**src/sv/gtpv2_ie_boundary_parser_top_assert.svh**
```systemverilog
// Assertion macros for the element boundary parser.
`ifndef GTPV2_IE_BOUNDARY_PARSER_TOP_ASSERT_SVH
`define GTPV2_IE_BOUNDARY_PARSER_TOP_ASSERT_SVH

`ifndef SYNTH

// Implication checked every clock, quiet while in reset.
`define GTPIEBP_ASSERT(lbl, clk, rst_n, prop, msg) \
  lbl: assert property (@(posedge clk) disable iff (!rst_n) prop) else $error(msg);

// Condition that must never be seen outside reset.
`define GTPIEBP_NEVER(lbl, clk, rst_n, cond, msg) \
  lbl: assert property (@(posedge clk) disable iff (!rst_n) !(cond)) else $error(msg);

`else

`define GTPIEBP_ASSERT(lbl, clk, rst_n, prop, msg)
`define GTPIEBP_NEVER(lbl, clk, rst_n, cond, msg)

`endif

`endif

```
**src/sv/gtpiebp_pkg.sv**
```systemverilog
`default_nettype none

package gtpiebp_pkg;

  // default element limit per message
  localparam int unsigned MAX_IES_DEF = 256;

  // header flag test
  localparam logic [7:0] FLAG_MASK  = 8'hE8;
  localparam logic [7:0] FLAG_SHORT = 8'h40;

  // offset of the last header byte (8- and 12-byte headers)
  localparam logic [15:0] HDR_SHORT_LAST = 16'd7;
  localparam logic [15:0] HDR_LONG_LAST  = 16'd11;

  localparam logic [15:0] POS_MAX = 16'hFFFF;

  // result kinds
  localparam logic KIND_ELEMENT = 1'b0;
  localparam logic KIND_STATUS  = 1'b1;

  // status codes
  localparam logic [1:0] ST_OK       = 2'd0;
  localparam logic [1:0] ST_TOO_MANY = 2'd1;
  localparam logic [1:0] ST_OVERRUN  = 2'd2;

  // result queue
  localparam int unsigned QDEPTH = 4;
  localparam int unsigned QPTR_W = $clog2(QDEPTH);
  localparam int unsigned QCNT_W = $clog2(QDEPTH + 1);

  typedef struct packed {
    logic        kind;
    logic [1:0]  status;
    logic [7:0]  index;
    logic [7:0]  etype;
    logic [15:0] length;
    logic [7:0]  instance_id;
    logic [15:0] offset;
    logic [8:0]  count;
    logic        last;
  } result_t;

endpackage

`default_nettype wire

```
**src/sv/gtpv2_ie_boundary_parser_top.sv**
```systemverilog
`default_nettype none
// GTPv2 element boundary parser. A message, or a bare group of elements
// when header_mode is 0, enters one byte per request with last_byte_i on
// its final byte. In header mode the first byte's flags pick an 8-byte
// (flags & 0xE8 == 0x40) or 12-byte header, which is skipped. Then each
// element's 4-byte head (type, big-endian length, instance) is captured
// and an element record is returned as soon as the instance byte lands;
// the value bytes are counted down. The final byte produces a status
// result (ok / too many elements / overran end) with the element count
// and last_result set; if that byte also closes a head, the record comes
// first. Rate: one byte per cycle while in_ready_o is high. All parsing is
// a single registered pass from the accepted byte into a four-entry result
// queue that drains one result per cycle while out_ready_i is high. A result
// is queued as its byte is accepted and offered once those ahead are gone.
// in_ready_o is high while at least two queue slots are free; with the result
// side always ready the queue never holds more than two results, so requests
// are held off only by result back-pressure. Offsets saturate at 65535.
// header_mode is sampled at each message's first byte.
`include "gtpv2_ie_boundary_parser_top_assert.svh"

module gtpv2_ie_boundary_parser_top
  import gtpiebp_pkg::*;
#(
  parameter int unsigned MAX_IES = MAX_IES_DEF
) (
  input  wire logic        clk_i,
  input  wire logic        rst_ni,
  // configuration write
  input  wire logic        cfg_valid_i,
  output logic             cfg_ready_o,
  input  wire logic        header_mode_i,
  // byte requests
  input  wire logic        in_valid_i,
  output logic             in_ready_o,
  input  wire logic [7:0]  data_byte_i,
  input  wire logic        last_byte_i,
  // results
  output logic             out_valid_o,
  input  wire logic        out_ready_i,
  output logic             record_kind_o,
  output logic [1:0]       parse_status_o,
  output logic [7:0]       element_index_o,
  output logic [7:0]       element_type_o,
  output logic [15:0]      element_length_o,
  output logic [7:0]       element_instance_o,
  output logic [15:0]      element_offset_o,
  output logic [8:0]       element_count_o,
  output logic             last_result_o
);

  // element counter holds 0 .. MAX_IES
  localparam int unsigned ES_W = $clog2(MAX_IES + 1);
  localparam logic [ES_W-1:0] ES_MAX  = ES_W'(MAX_IES);
  localparam logic [ES_W:0]   ES_MAXX = (ES_W + 1)'(MAX_IES);

  // parse phases
  localparam logic [2:0] PH_START = 3'd0;
  localparam logic [2:0] PH_HDR   = 3'd1;
  localparam logic [2:0] PH_TYPE  = 3'd2;
  localparam logic [2:0] PH_LHI   = 3'd3;
  localparam logic [2:0] PH_LLO   = 3'd4;
  localparam logic [2:0] PH_INST  = 3'd5;
  localparam logic [2:0] PH_VAL   = 3'd6;
  localparam logic [2:0] PH_OVER  = 3'd7;

  // ---------------------------------------------------------------
  // Configuration register
  // ---------------------------------------------------------------
  logic header_mode_q;

  assign cfg_ready_o = 1'b1;

  always_ff @(posedge clk_i or negedge rst_ni) begin
    if (!rst_ni) begin
      header_mode_q <= 1'b1;
    end else if (cfg_valid_i && cfg_ready_o) begin
      header_mode_q <= header_mode_i;
    end
  end

  // ---------------------------------------------------------------
  // Parser state
  // ---------------------------------------------------------------
  logic [2:0]      phase_q, phase_d;
  logic            short_q, short_d;
  logic [15:0]     pos_q, pos_d;
  logic [15:0]     left_q, left_d;
  logic [ES_W-1:0] es_q, es_d;
  logic [7:0]      htype_q, htype_d;
  logic [15:0]     hlen_q, hlen_d;
  logic [15:0]     start_q, start_d;
  logic            ovf_q, ovf_d;

  logic            in_fire;
  logic            rec_push;
  logic            stat_push;
  logic [15:0]     left_dec;
  logic [ES_W:0]   started;
  logic [1:0]      status;
  logic            in_head;
  logic [31:0]     es_q_ext;
  logic [31:0]     es_d_ext;
  result_t         rec_res;
  result_t         stat_res;

  assign in_fire  = in_valid_i && in_ready_o;
  assign left_dec = (left_q != 16'd0) ? (left_q - 16'd1) : left_q;
  assign es_q_ext = 32'(es_q);

  always_comb begin
    phase_d   = phase_q;
    short_d   = short_q;
    pos_d     = pos_q;
    left_d    = left_q;
    es_d      = es_q;
    htype_d   = htype_q;
    hlen_d    = hlen_q;
    start_d   = start_q;
    ovf_d     = ovf_q;
    rec_push  = 1'b0;
    stat_push = 1'b0;
    status    = ST_OK;
    in_head   = 1'b0;
    started   = '0;
    es_d_ext  = '0;

    if (in_fire) begin
      unique case (phase_q) inside
        PH_START, PH_TYPE: begin
          if (phase_q == PH_START && header_mode_q) begin
            short_d = ((data_byte_i & FLAG_MASK) == FLAG_SHORT);
            phase_d = PH_HDR;
          end else if (es_q >= ES_MAX) begin
            phase_d = PH_OVER;
            ovf_d   = 1'b1;
          end else begin
            htype_d = data_byte_i;
            start_d = pos_q;
            phase_d = PH_LHI;
          end
        end
        PH_HDR: begin
          if (pos_q >= (short_q ? HDR_SHORT_LAST : HDR_LONG_LAST)) begin
            phase_d = PH_TYPE;
          end
        end
        PH_LHI: begin
          hlen_d  = {data_byte_i, 8'h00};
          phase_d = PH_LLO;
        end
        PH_LLO: begin
          hlen_d  = {hlen_q[15:8], data_byte_i};
          phase_d = PH_INST;
        end
        PH_INST: begin
          rec_push = 1'b1;
          es_d     = es_q + ES_W'(1);
          left_d   = hlen_q;
          phase_d  = (hlen_q == 16'd0) ? PH_TYPE : PH_VAL;
        end
        PH_VAL: begin
          left_d = left_dec;
          if (left_dec == 16'd0) begin
            phase_d = PH_TYPE;
          end
        end
        PH_OVER: begin
          ovf_d = 1'b1;
        end
        default: begin
          phase_d = phase_q;
        end
      endcase

      if (pos_q != POS_MAX) begin
        pos_d = pos_q + 16'd1;
      end

      if (last_byte_i) begin
        stat_push = 1'b1;
        in_head   = (phase_d == PH_LHI) || (phase_d == PH_LLO) || (phase_d == PH_INST);
        started   = {1'b0, es_d} + {{ES_W{1'b0}}, in_head};
        if (phase_d == PH_TYPE && !ovf_d) begin
          status = ST_OK;
        end else if (started >= ES_MAXX) begin
          status = ST_TOO_MANY;
        end else begin
          status = ST_OVERRUN;
        end
        es_d_ext = 32'(es_d);
        // back to a clean slate for the next message
        phase_d = PH_START;
        short_d = 1'b0;
        pos_d   = '0;
        left_d  = '0;
        es_d    = '0;
        htype_d = '0;
        hlen_d  = '0;
        start_d = '0;
        ovf_d   = 1'b0;
      end
    end
  end

  always_comb begin
    rec_res             = '0;
    rec_res.kind        = KIND_ELEMENT;
    rec_res.index       = es_q_ext[7:0];
    rec_res.etype       = htype_q;
    rec_res.length      = hlen_q;
    rec_res.instance_id = data_byte_i;
    rec_res.offset      = start_q;

    stat_res        = '0;
    stat_res.kind   = KIND_STATUS;
    stat_res.status = status;
    stat_res.count  = es_d_ext[8:0];
    stat_res.last   = 1'b1;
  end

  always_ff @(posedge clk_i or negedge rst_ni) begin
    if (!rst_ni) begin
      phase_q <= PH_START;
      short_q <= 1'b0;
      pos_q   <= '0;
      left_q  <= '0;
      es_q    <= '0;
      htype_q <= '0;
      hlen_q  <= '0;
      start_q <= '0;
      ovf_q   <= 1'b0;
    end else begin
      phase_q <= phase_d;
      short_q <= short_d;
      pos_q   <= pos_d;
      left_q  <= left_d;
      es_q    <= es_d;
      htype_q <= htype_d;
      hlen_q  <= hlen_d;
      start_q <= start_d;
      ovf_q   <= ovf_d;
    end
  end

  // ---------------------------------------------------------------
  // Result queue: up to two writes per cycle, one read
  // ---------------------------------------------------------------
  result_t             q_mem_q [QDEPTH];
  logic [QPTR_W-1:0]   wr_ptr_q;
  logic [QPTR_W-1:0]   rd_ptr_q;
  logic [QCNT_W-1:0]   cnt_q;
  logic [QPTR_W-1:0]   wr_ptr_nxt;
  logic [1:0]          n_push;
  logic                pop;
  result_t             head;

  assign n_push     = {1'b0, rec_push} + {1'b0, stat_push};
  assign pop        = out_valid_o && out_ready_i;
  assign wr_ptr_nxt = wr_ptr_q + QPTR_W'(1);
  assign in_ready_o = (cnt_q <= QCNT_W'(QDEPTH - 2));
  assign out_valid_o = (cnt_q != '0);
  assign head       = q_mem_q[rd_ptr_q];

  always_ff @(posedge clk_i) begin
    if (rec_push) begin
      q_mem_q[wr_ptr_q] <= rec_res;
      if (stat_push) begin
        q_mem_q[wr_ptr_nxt] <= stat_res;
      end
    end else if (stat_push) begin
      q_mem_q[wr_ptr_q] <= stat_res;
    end
  end

  always_ff @(posedge clk_i or negedge rst_ni) begin
    if (!rst_ni) begin
      wr_ptr_q <= '0;
      rd_ptr_q <= '0;
      cnt_q    <= '0;
    end else begin
      wr_ptr_q <= wr_ptr_q + QPTR_W'(n_push);
      if (pop) begin
        rd_ptr_q <= rd_ptr_q + QPTR_W'(1);
      end
      cnt_q <= cnt_q + QCNT_W'(n_push) - QCNT_W'(pop);
    end
  end

  assign record_kind_o      = head.kind;
  assign parse_status_o     = head.status;
  assign element_index_o    = head.index;
  assign element_type_o     = head.etype;
  assign element_length_o   = head.length;
  assign element_instance_o = head.instance_id;
  assign element_offset_o   = head.offset;
  assign element_count_o    = head.count;
  assign last_result_o      = head.last;

  // ---------------------------------------------------------------
  // Checks
  // ---------------------------------------------------------------
  `GTPIEBP_NEVER(a_q_overflow, clk_i, rst_ni, cnt_q > QCNT_W'(QDEPTH), "result queue overfilled")
  `GTPIEBP_NEVER(a_es_limit, clk_i, rst_ni, es_q > ES_MAX, "element count beyond limit")
  `GTPIEBP_ASSERT(a_msg_clear, clk_i, rst_ni, (in_fire && last_byte_i) |=> (phase_q == PH_START && es_q == '0), "parser not cleared after final byte")
  `GTPIEBP_NEVER(a_val_empty, clk_i, rst_ni, phase_q == PH_VAL && left_q == 16'd0, "value phase with nothing left")
  `GTPIEBP_ASSERT(a_status_last, clk_i, rst_ni, (out_valid_o && record_kind_o == KIND_STATUS) |-> last_result_o, "status without last flag")

endmodule

`default_nettype wire

```
**config.mk**
```make
export PLATFORM = sky130hd
export DESIGN_NAME = gtpv2_ie_boundary_parser_top
export DESIGN_NICKNAME = d
export VERILOG_FILES = /design/src/sv/gtpiebp_pkg.sv /design/src/sv/gtpv2_ie_boundary_parser_top.sv
export VERILOG_INCLUDE_DIRS = /design/src /design/src/sv
export SDC_FILE = /design/constraint.sdc
export NUM_CORES = 1
export LEC_CHECK = 0
export ABC_AREA = 1
export BUFFER_PORTS_ARGS = -buffer_cell sky130_fd_sc_hd__buf_4
export CAP_MARGIN = 40
export CORE_UTILIZATION = 60
export CTS_BUF_LIST = sky130_fd_sc_hd__clkbuf_2
export CTS_CLUSTER_SIZE = 12
export DETAILED_ROUTE_END_ITERATION = 8
export GPL_TIMING_DRIVEN = 1
export PLACE_DENSITY = 0.78
export SLEW_MARGIN = 20
export SYNTH_ARGS = -nofsm -noshare
export SYNTH_HDL_FRONTEND = slang
export SYNTH_SLANG_ARGS = --single-unit
```
**constraint.sdc**
```tcl
create_clock -name clk_i -period 7.2 [get_ports clk_i]
set_input_delay 0.36 -clock clk_i [delete_from_list [all_inputs] [get_ports clk_i]]
set_output_delay 0.36 -clock clk_i [all_outputs]
set_load 0.02 [all_outputs]
```
==> results of run 1 <==
## worst max-delay path: cells and delay by family, from the launching register on
kind	cells	cell delay, ns
DFF	1	0.38
AOI/OAI and AO/OA	2	0.57
buffers and inverters	4	1.70
## worst max-delay path by stage
| stage | cells after the start | slack [ns] | endpoint |
|---|---|---|---|
| final | 6 | 3.19 | element_length_o[0] |
| after global routing | 13 | 2.94 | q_mem_q[0][43] |
| after CTS | 5 | 3.13 | element_offset_o[5] |
| after detailed placement | 10 | 3.37 | q_mem_q[3][41] |
| after global placement | 8 | 3.03 | q_mem_q[3][5] |
| after floorplan | 10 | 4.01 | q_mem_q[0][1] |
## sequential cells by signal, indices dropped and copies added, names as in the netlist, 8 cells and up
signal	flops
q_mem_q	272
es_q	9
left_q	16
hlen_q	16
pos_q	16
htype_q	8
start_q	16
## report_power, final
group          internal, mW  switching [mW]
combinational          1.60            2.97
clock                 0.544           0.868
sequential             2.88           0.454
## layout make-up
cell class	count	area (µm²)	share of cell area, %
clock inverter	19	93.8	0.508
sequential	366	8240	44.7
timing repair buffer	135	1140	6.18
tap	341	427	2.31
inverter	200	757	4.10
multi-input combinational	1466	7050	38.2
antenna	1	2.50	0.0136
clock buffer	148	741	4.01
## layout by cell type (no fill, tap or decap), drive strengths merged
cell type	instances
inv	199
nor4	5
buf	117
dfstp	1
clkinvlp	3
a21oi	218
xor2	14
ha	12
dfrtp	93
o32ai	11
clkinv	17
or2	2
dfxtp	228
o22ai	57
clkbuf	148
fa	1
o21ai	387
a211oi	3
nand4	12
nand2	287
xnor2	1
nor2	369
diode	1
nand3	62
a21boi	1
conb	1
nor3	17
o211ai	2
a31oi	4
dlygate4sd3	18
edfxtp	44
## cell families (layout without fill, tap and decap cells)
kind of cell	after synthesis	count (layout)	share of synthesized area, %
buffers and inverters	341	502	7.87
flip-flops	366	366	49.7
XOR/XNOR	15	15	0.838
other	1	2	0.0226
adder cells (fa/ha/maj)	13	13	1.03
AO/OA/AOI/OAI	683	683	21.6
AND/OR/NAND/NOR	754	754	18.9
## layer usage
metal  vias to the layer above  routed length (µm)  GRT usage [%]
met5                         -                   0              0
met4                         0                1680           16.8
met3                       137                4730           8.37
met2                       797               21700           53.3
met1                      7384               20200           45.3
li1                       7433                   -              -
## cells in the mapped netlist, types with 3 or more instances
| library cell | number |
|---|---|
| sky130_fd_sc_hd__o32ai_1 | 10 |
| sky130_fd_sc_hd__nor2_2 | 7 |
| sky130_fd_sc_hd__dfrtp_1 | 93 |
| sky130_fd_sc_hd__nand3_1 | 59 |
| sky130_fd_sc_hd__a211oi_1 | 3 |
| sky130_fd_sc_hd__o21ai_0 | 386 |
| sky130_fd_sc_hd__xor2_1 | 13 |
| sky130_fd_sc_hd__nor3_1 | 11 |
| sky130_fd_sc_hd__inv_1 | 187 |
| sky130_fd_sc_hd__inv_2 | 8 |
| sky130_fd_sc_hd__nand2_1 | 277 |
| sky130_fd_sc_hd__nor4_1 | 5 |
| sky130_fd_sc_hd__nor3_2 | 5 |
| sky130_fd_sc_hd__ha_1 | 12 |
| sky130_fd_sc_hd__nor2_1 | 357 |
| sky130_fd_sc_hd__o22ai_1 | 57 |
| sky130_fd_sc_hd__edfxtp_1 | 44 |
| sky130_fd_sc_hd__buf_1 | 8 |
| sky130_fd_sc_hd__nor2_4 | 5 |
| sky130_fd_sc_hd__nand2_2 | 8 |
| sky130_fd_sc_hd__clkinv_1 | 3 |
| sky130_fd_sc_hd__clkbuf_1 | 127 |
| sky130_fd_sc_hd__a31oi_1 | 3 |
| sky130_fd_sc_hd__dfxtp_1 | 228 |
| sky130_fd_sc_hd__buf_4 | 3 |
| sky130_fd_sc_hd__a21oi_1 | 217 |
| sky130_fd_sc_hd__nand4_1 | 11 |
## timing repair
item / 4_1_cts / 5_1_grt
hold endpoints to repair: 89 / 0
endpoints found under the setup margin: 0 / 0
resized for setup: 0 / 0
hold buffers: 18 / 0
==> run summary, run 1 <==
## Detailed routing
- **total via count in the routed design** 15751
- **DR DRC count** 0
- **post-DR vias/cell** 5.89
- **ANT nets after route** 0
- **WL/cell** 18.0 µm
- **aggregate routed wire length** 48300 µm
- **number of DRC markers in iteration 0** 1710
- **first-pass iteration count of the detailed router** 6

## Yosys
- **sequential share of the synthesized area** 49.7%
- **number of synthesized register bits** 366
- **net count after synthesis** 2201
- **Syn Std Cell Area** 16600 µm²
- **dominant cell type by area after synthesis** sky130_fd_sc_hd__dfxtp_1
- **Yosys cell types** 48
- **prevailing post-synth register cell** sky130_fd_sc_hd__dfxtp_1
- **synthesized netlist cell count** 2173
- **area share of the largest cell type after synthesis** 27.5%
- **Post-synth EDFFs** 44
- **async set-or-reset flop fraction in the synthesized netlist** 25.7%
- **Mapped Avg Cell Area** 7.63 µm²
- **leading post-synthesis cells by cell area** sky130_fd_sc_hd__dfxtp_1 (28%), sky130_fd_sc_hd__dfrtp_1 (14%), sky130_fd_sc_hd__o21ai_0 (12%)
- **Warnings, synthesis** 0

## Cells and area
- **final cell count without fillers** 2676
- **Post-Route Utilization** 68.3%
- **area growth from synthesis to final layout** 11.4%
- **count of filler cells inserted in the layout** 2286
- **Layout Nets** 2291
- **Layout Cell Area excl Fill** 18500 µm²
- **fraction of layout cells with a size suffix above 1** 14.1%

## Global route
- **global route overflow** 0
- **total global routing track utilization** 34.4%
- **wire length of the first global-routing pass** 77400 µm
- **number of antenna violations at the first check in global routing** 1
- **via count of the first global-routing pass** 14979
- **maximum number of pins on one net before global-route repair** 93

## Clocking
- **number of buffers inserted during clock tree synthesis** 94
- **Post-CTS Repair Setup Buffers** 0
- **number of sinks handled by clock tree synthesis** 366
- **clock tree from TritonCTS** built
- **Max Buffers Root-to-Sink** 3
- **maximum level of the CTS H-tree** 3
- **Worst-path clk slew** 0.11 ns
- **clk_lat worst skew** 0.94 ns
- **master cell of the clock root buffer** sky130_fd_sc_hd__clkbuf_2

## Worst setup path
- **critical register-to-register path endpoint** q_mem_q[1][49]
- **worst reg2reg path depth** 13
- **reg-to-reg slack, setup** 3.29 ns
- **Critical path origin** rd_ptr_q[1]
- **critical path type** register to output pin
- **startpoint of the worst-slack reg-to-reg timing path** cnt_q[0]
- **cell with the most instances on the worst path** sky130_fd_sc_hd__buf_4
- **Critical Path Fanout Max** 69
- **cell with the largest stage delay on the worst path** sky130_fd_sc_hd__buf_4
- **crit path cell chain** buf_4 -> inv_2 -> buf_4 -> o21ai_0 -> o21ai_0 -> buf_4
- **critical path arrival** 3.65 ns
- **largest incremental delay on the critical path** 0.68 ns
- **sort of element at the start of the critical path** register
- **required time at the worst-slack endpoint** 6.84 ns
- **Worst Setup End Kind** output pin

## Placed design
- **HPWL reported at the end of detailed placement** 29700 µm
- **count of placed standard cells including taps** 2486
- **Placement Cell Area** 17400 µm²
- **number of buffer cells added on primary ports** 85
- **pre-CTS WS** 3.37 ns
- **final RePlAce weighted congestion** 0.914

## Timing
- **fmax** 249 MHz
- **Fin Hold WS** 0.191 ns
- **max-slew violation count** 0
- **minimum clock period after layout** 4.01 ns
- **final hold viol count** 0
- **Sum Neg Setup Slack** 0 ns
- **clock skew** 0.0695 ns
- **share of the clock period used by the worst path** 55.7%
- **Slew Limit Headroom** 45.0%
- **setup violation total in the final timing report** 0
- **Tightest Pin Transition** 0.821 ns
- **RSZ-0062 raised after global routing** no
- **worst-case setup margin in the final layout** 3.19 ns

## Die
- **initial standard-cell utilization of the core** 61.3%
- **Die Width** 168 µm
- **height of the die** 168 µm
- **site row count** 60
- **Die ar.** 28300 µm²
- **core box area** 27000 µm²
- **IO Count** 87

## Status
- **run status** complete, no violations

## Flow run
- **reported max-cap violation count** 0

## Hold path
- **Worst Hold Endpoint** header_mode_q
- **worst min path class** primary input to register
- **hold path startpoint** header_mode_i
- **hold path cells** 4

## Power
- **peak ir drop on the vdd network** 0.000562 V
- **ratio of total power to cell area** 505 nW/µm²
- **Pwr Total** 9.32 mW
- **leakage** 8.26 nW

(Power assumes the default switching activity.)
==> inputs of run 2 (changes only) <==
==> constraint.sdc (replaced) <==
create_clock -name clk_i -period 3.75 [get_ports clk_i]
set_input_delay 0.1875 -clock clk_i [delete_from_list [all_inputs] [get_ports clk_i]]
set_output_delay 0.1875 -clock clk_i [all_outputs]
set_load 0.02 [all_outputs]
==> run 2 against run 1 <==
  * Power grew 93%
  * Register-to-register slack lost 2.6 ns
  * Non-clock buffer count grew 7
  * Largest cell class unchanged
==> run summary, run 2 (same netlist as run 1, synthesis figures left out) <==
## Cells and area
- **Layout Cell Area excl Fill** 18600 µm²
- **count of filler cells inserted in the layout** 2306
- **Layout Nets** 2295
- **combined area of the multi-input logic cells** 7050 µm²
- **register ranked first by flip-flop count** q_mem_q
- **most used cells in the layout excluding fill and tap cells** sky130_fd_sc_hd__o21ai_0 (386), sky130_fd_sc_hd__nor2_1 (357), sky130_fd_sc_hd__nand2_1 (276), sky130_fd_sc_hd__dfxtp_1 (228), sky130_fd_sc_hd__a21oi_1 (217)
- **Post-Route Utilization** 68.7%
- **commonest non-fill, non-tap cell in the layout** sky130_fd_sc_hd__o21ai_0
- **area taken by flip-flops and latches** 8240 µm²
- **fraction of layout cells with a size suffix above 1** 13.9%
- **area growth from synthesis to final layout** 12.1%
- **max reg flops** 272

## Timing
- **fmax** 291 MHz
- **share of the clock period used by the worst path** 91.7%
- **setup violation total in the final timing report** 0
- **Fin Hold WS** 0.213 ns
- **Sum Neg Setup Slack** 0 ns
- **clock skew** 0.0723 ns
- **minimum clock period after layout** 3.44 ns
- **final hold viol count** 0
- **worst-case setup margin in the final layout** 0.313 ns
- **max-slew violation count** 0
- **Tightest Pin Transition** 0.907 ns
- **Slew Limit Headroom** 39.2%
- **RSZ-0062 raised after global routing** no

## Detailed routing
- **WL/cell** 17.8 µm
- **aggregate routed wire length** 47700 µm
- **DR DRC count** 0
- **total via count in the routed design** 15824
- **number of DRC markers in iteration 0** 1890
- **ANT nets after route** 0
- **post-DR vias/cell** 5.90
- **first-pass iteration count of the detailed router** 6

## Power
- **peak ir drop on the vdd network** 0.000939 V
- **ratio of total power to cell area** 970 nW/µm²
- **leakage** 8.32 nW

## Placed design
- **number of buffer cells added on primary ports** 85
- **Placement Cell Area** 17400 µm²
- **final RePlAce weighted congestion** 0.926
- **pre-CTS WS** 0.748 ns
- **HPWL reported at the end of detailed placement** 30100 µm

## Die
- **initial standard-cell utilization of the core** 61.3%
- **Die ar.** 28300 µm²
- **core box area** 27000 µm²
- **IO Count** 87
- **site row count** 60
- **height of the die** 168 µm
- **Die Width** 168 µm

## Clocking
- **CTS resizes** 0
- **clk_lat worst skew** 0.97 ns
- **Worst-path clk slew** 0.11 ns
- **master cell of the clock root buffer** sky130_fd_sc_hd__clkbuf_2
- **maximum level of the CTS H-tree** 3
- **number of sinks handled by clock tree synthesis** 366
- **number of buffers inserted during clock tree synthesis** 91
- **count of hold buffers inserted by post-cts repair** 22
- **Max Buffers Root-to-Sink** 3
- **Post-CTS Repair Setup Buffers** 0
- **clock tree from TritonCTS** built

## Worst setup path
- **sort of element at the start of the critical path** register
- **critical path arrival** 3.25 ns
- **Critical Path Fanout Max** 69
- **critical path type** register to output pin
- **Worst Setup End Kind** output pin
- **required time at the worst-slack endpoint** 3.56 ns

## Global route
- **total global routing track utilization** 34.1%
- **number of antenna violations at the first check in global routing** 1
- **maximum number of pins on one net before global-route repair** 82
- **global route overflow** 0
- **via count of the first global-routing pass** 14746
- **wire length of the first global-routing pass** 77100 µm

## Hold path
- **worst min path class** primary input to register

## Status
- **run status** complete, no violations

## Flow run
- **reported max-cap violation count** 0

[run 2: changes by cell type in the layout (fill, tap and decap cells not counted), moves of 3 or more]
cell / change
sky130_fd_sc_hd__dlygate4sd3_1: +3
sky130_fd_sc_hd__buf_8: -3
sky130_fd_sc_hd__clkbuf_2: -7
sky130_fd_sc_hd__buf_12: +4
sky130_fd_sc_hd__clkinv_1: +4
sky130_fd_sc_hd__bufinv_16: +4
sky130_fd_sc_hd__buf_4: +4
[run 2: layout make-up]
type | count | share of cell area (%)
antenna | 1 | 0.0135
clock buffer | 141 | 3.80
clock inverter | 23 | 1.08
inverter | 200 | 4.07
multi-input combinational | 1466 | 38.0
sequential | 366 | 44.4
tap | 341 | 2.30
timing repair buffer | 142 | 6.40
[run 2: per-layer routing]
layer	GRT usage, %	wire length (µm)	vias to the layer above	part of all wire (%)
met4	13.5	1440	0	3.0
met3	6.72	4720	120	9.9
li1	-	-	7444	-
met1	47.0	19900	7377	42
met2	52.9	21600	883	45
met5	0	0	-	0
[run 2: worst paths after layout]
path,cells past startpoint,endpoint,slack (ns),from
setup / recovery,5,element_offset_o[10],0.31,rd_ptr_q[0]
hold / removal,4,hlen_q[4],0.21,data_byte_i[4]
setup reg to reg,10,q_mem_q[2][3],0.73,cnt_q[1]
hold reg to reg,2,q_mem_q[2][29],0.46,q_mem_q[2][29]
max in group asynchronous,4,pos_q[14],3.07,rst_ni
min in group asynchronous,4,left_q[13],0.33,rst_ni
[run 2: worst max-delay path, cell delays in order, from the launching register on]
cell,delay (ns)
sky130_fd_sc_hd__dfrtp_4,0.68
sky130_fd_sc_hd__inv_4,0.56
sky130_fd_sc_hd__buf_4,0.44
sky130_fd_sc_hd__o21ai_0,0.12
sky130_fd_sc_hd__o22ai_1,0.25
sky130_fd_sc_hd__buf_4,0.20
[run 2: per-stage QoR]
stage	power (mW)	cells
after CTS	17.9	2678
after floorplan	12.2	2173
after global routing	19.3	2680
final	18.0	2680
after global placement	14.7	2487
after detailed placement	15.0	2492
[run 2: power breakdown]
group	switching, mW	internal, mW	total [mW]
registers	0.890	5.53	6.42
logic	5.67	3.05	8.72
clock network	1.62	1.27	2.89
==> inputs of run 3 (changes only) <==
--- a/config.mk
+++ b/config.mk
@@ -6,10 +6,10 @@
 export SDC_FILE = /design/constraint.sdc
 export NUM_CORES = 1
 export LEC_CHECK = 0
-export ABC_AREA = 1
+export ABC_AREA = 0
 export BUFFER_PORTS_ARGS = -buffer_cell sky130_fd_sc_hd__buf_4
 export CAP_MARGIN = 40
-export CORE_UTILIZATION = 60
+export CORE_UTILIZATION = 57
 export CTS_BUF_LIST = sky130_fd_sc_hd__clkbuf_2
 export CTS_CLUSTER_SIZE = 12
 export DETAILED_ROUTE_END_ITERATION = 8
==> constraint.sdc (replaced) <==
create_clock -name clk_i -period 2.81 [get_ports clk_i]
set_input_delay 0.1405 -clock clk_i [delete_from_list [all_inputs] [get_ports clk_i]]
set_output_delay 0.1405 -clock clk_i [all_outputs]
set_load 0.02 [all_outputs]
==> run 3 against run 2 <==
  * Via count down 11%
  * Design area rose by 1.4%
  * Non-clock buffer count increased by 35
  * Largest cell class unchanged
  * Routed wire length fell by 2.4%
  * Clock skew up 0.040 ns
  * Setup slack got worse by 0.21 ns
  * Sequential power increased by 20%
  * Critical path depth is 2 lower
  * Clock power grew 24%
  * Global-route usage shrank 1.5 points
  * Highest routed layer unchanged
==> run summary, run 3 <==
## Detailed routing
- **WL/cell** 19.8 µm
- **number of DRC markers in iteration 0** 1658
- **DR DRC count** 0
- **aggregate routed wire length** 46500 µm
- **total via count in the routed design** 14041
- **post-DR vias/cell** 5.97
- **ANT nets after route** 0
- **first-pass iteration count of the detailed router** 5

## Yosys
- **number of synthesized register bits** 366
- **Warnings, synthesis** 0
- **dominant cell type by area after synthesis** sky130_fd_sc_hd__dfxtp_1
- **Post-synth EDFFs** 44
- **most frequent cell after synthesis** sky130_fd_sc_hd__nand2_1
- **synthesized netlist cell count** 1760
- **sequential share of the synthesized area** 50.4%
- **leading post-synthesis cells by cell area** sky130_fd_sc_hd__dfxtp_1 (28%), sky130_fd_sc_hd__dfrtp_1 (14%), sky130_fd_sc_hd__nand2_1 (11%)
- **net count after synthesis** 1788
- **Mapped Avg Cell Area** 9.29 µm²
- **async set-or-reset flop fraction in the synthesized netlist** 25.7%
- **leading post-synthesis cells by instance count** sky130_fd_sc_hd__nand2_1 (487), sky130_fd_sc_hd__a21oi_1 (235), sky130_fd_sc_hd__dfxtp_1 (228)
- **Syn Std Cell Area** 16300 µm²
- **Yosys cell types** 62
- **prevailing post-synth register cell** sky130_fd_sc_hd__dfxtp_1
- **area share of the largest cell type after synthesis** 27.9%

## Clocking
- **Worst-path clk slew** 0.10 ns
- **number of sinks handled by clock tree synthesis** 366
- **master cell of the clock root buffer** sky130_fd_sc_hd__clkbuf_2
- **number of buffers inserted during clock tree synthesis** 93
- **Max Buffers Root-to-Sink** 3
- **clk_lat worst skew** 0.97 ns
- **clock tree from TritonCTS** built
- **maximum level of the CTS H-tree** 3

## Power
- **sequential cell fraction of total power** 38.8%
- **P_sw** 8.03 mW
- **net switching share of the total power** 40.6%
- **Pwr Total** 19.8 mW
- **ratio of total power to cell area** 1050 nW/µm²
- **Clock Power Share** 18.2%
- **portion of total power attributed to combinational logic** 43.0%
- **internal power component** 11.8 mW
- **peak ir drop on the vdd network** 0.000756 V
- **leakage** 7.65 nW

## Placed design
- **Placement Cell Area** 17700 µm²
- **final RePlAce weighted congestion** 0.918
- **HPWL reported at the end of detailed placement** 28200 µm
- **number of buffer cells added on primary ports** 85

## Timing
- **setup violation total in the final timing report** 0
- **share of the clock period used by the worst path** 96.2%
- **RSZ-0062 raised after global routing** no
- **final hold viol count** 0
- **Fin Hold WS** 0.0992 ns
- **Slew Limit Headroom** 43.3%
- **fmax** 370 MHz
- **clock skew** 0.112 ns
- **minimum clock period after layout** 2.70 ns
- **max-slew violation count** 0
- **Tightest Pin Transition** 0.850 ns

## Die
- **Die ar.** 29400 µm²
- **site row count** 61
- **height of the die** 171 µm
- **core box area** 28000 µm²
- **Die Width** 171 µm
- **initial standard-cell utilization of the core** 58.4%
- **IO Count** 87

## Cells and area
- **max reg flops** 272
- **commonest non-fill, non-tap cell in the layout** sky130_fd_sc_hd__nand2_1
- **Post-Route Utilization** 67.2%
- **Layout Cell Area excl Fill** 18800 µm²
- **Layout Nets** 1930
- **fraction of layout cells with a size suffix above 1** 21.3%
- **area growth from synthesis to final layout** 15.2%
- **most used cells in the layout excluding fill and tap cells** sky130_fd_sc_hd__nand2_1 (487), sky130_fd_sc_hd__a21oi_1 (234), sky130_fd_sc_hd__dfxtp_1 (228), sky130_fd_sc_hd__clkbuf_2 (149), sky130_fd_sc_hd__buf_4 (143)
- **register ranked first by flip-flop count** q_mem_q

## Worst setup path
- **Critical Path Fanout Max** 35
- **required time at the worst-slack endpoint** 2.67 ns
- **sort of element at the start of the critical path** register
- **reg-to-reg slack, setup** 0.18 ns
- **Critical path origin** rd_ptr_q[0]
- **startpoint of the worst-slack reg-to-reg timing path** cnt_q[1]
- **Worst Setup End Kind** output pin
- **critical path arrival** 2.56 ns
- **critical path type** register to output pin

## Global route
- **number of antenna violations at the first check in global routing** 2
- **total global routing track utilization** 32.6%
- **global route overflow** 0
- **maximum number of pins on one net before global-route repair** 58
- **wire length of the first global-routing pass** 73800 µm
- **via count of the first global-routing pass** 13911

## Status
- **run status** complete, no violations

## Hold path
- **worst min path class** primary input to register
- **hold path startpoint** last_byte_i

## Flow run
- **reported max-cap violation count** 0

## run 3: final timing paths
| check | endpoint | cells past startpoint |
|---|---|---|
| min | es_q[1] | 5 |
| min in group asynchronous | header_mode_q | 3 |
| max reg2reg | q_mem_q[3][32] | 8 |
| max in group asynchronous | hlen_q[8] | 4 |
| min reg2reg | q_mem_q[1][0] | 2 |
| max | element_length_o[15] | 3 |
## run 3: power groups by stage
stage / clock [mW] / combinational, mW / sequential, mW
after global routing: 3.93 / 9.22 / 7.81
after global placement: 0 / 7.98 / 7.78
after CTS: 3.64 / 8.41 / 7.64
final: 3.59 / 8.51 / 7.68
after detailed placement: 0 / 8.13 / 7.86
after floorplan: 0 / 5.76 / 7.25
## run 3: per-layer routing
| metal | routed length [µm] | part of all wire (%) | vias to the layer above | track usage [%] |
|---|---|---|---|---|
| met5 | 0 | 0 | - | 0 |
| met2 | 21800 | 47 | 746 | 51.0 |
| met1 | 19000 | 41 | 6754 | 44.0 |
| met4 | 1480 | 3.2 | 0 | 14.3 |
| met3 | 4290 | 9.2 | 112 | 6.67 |
| li1 | - | - | 6429 | - |
## run 3: kinds of logic (layout without fill, tap and decap cells)
logic type / count (synthesis) / in the layout / synth area share, %
mux: 72 / 72 / 9.63
fa+ha+maj: 13 / 13 / 1.04
other cells: 1 / 2 / 0.0229
buf+inv: 147 / 358 / 3.43
compound gates: 385 / 385 / 13.5
flops: 366 / 366 / 50.4
simple gates: 747 / 747 / 20.3
xor+xnor: 29 / 29 / 1.65
## run 3: layout make-up
| cell class | count | area [µm²] |
|---|---|---|
| tap | 378 | 473 |
| clock buffer | 149 | 746 |
| multi-input combinational | 1247 | 7660 |
| fill | 2195 | 9180 |
| antenna | 1 | 2.50 |
| inverter | 17 | 63.8 |
| clock inverter | 15 | 87.6 |
| timing repair buffer | 177 | 1550 |
| sequential | 366 | 8250 |
## run 3: repair_timing
item                                    in CTS  in global routing
hold endpoints to repair                   191                  0
endpoints found under the setup margin      30                 11
pin swaps                                    0                  3
resized for setup                            0                  8
buffers inserted                             4                  1
hold buffers                                20                  0
## run 3: through the flow
stage / setup WS [ns] / std cells / setup TNS, ns
after detailed placement: 0.117 / 2160 / 0
after global routing: 0.0223 / 2350 / 0
after floorplan: -0.0232 / 1760 / -0.255
final: 0.107 / 2350 / 0
after CTS: 0.0730 / 2348 / 0
after global placement: 0.130 / 2158 / 0
## run 3: critical path, stage by stage (launching register included)
cell and delay (ns):
sky130_fd_sc_hd__dfrtp_4 0.70, sky130_fd_sc_hd__buf_12 0.30, sky130_fd_sc_hd__mux4_2 0.40, sky130_fd_sc_hd__buf_4 0.19
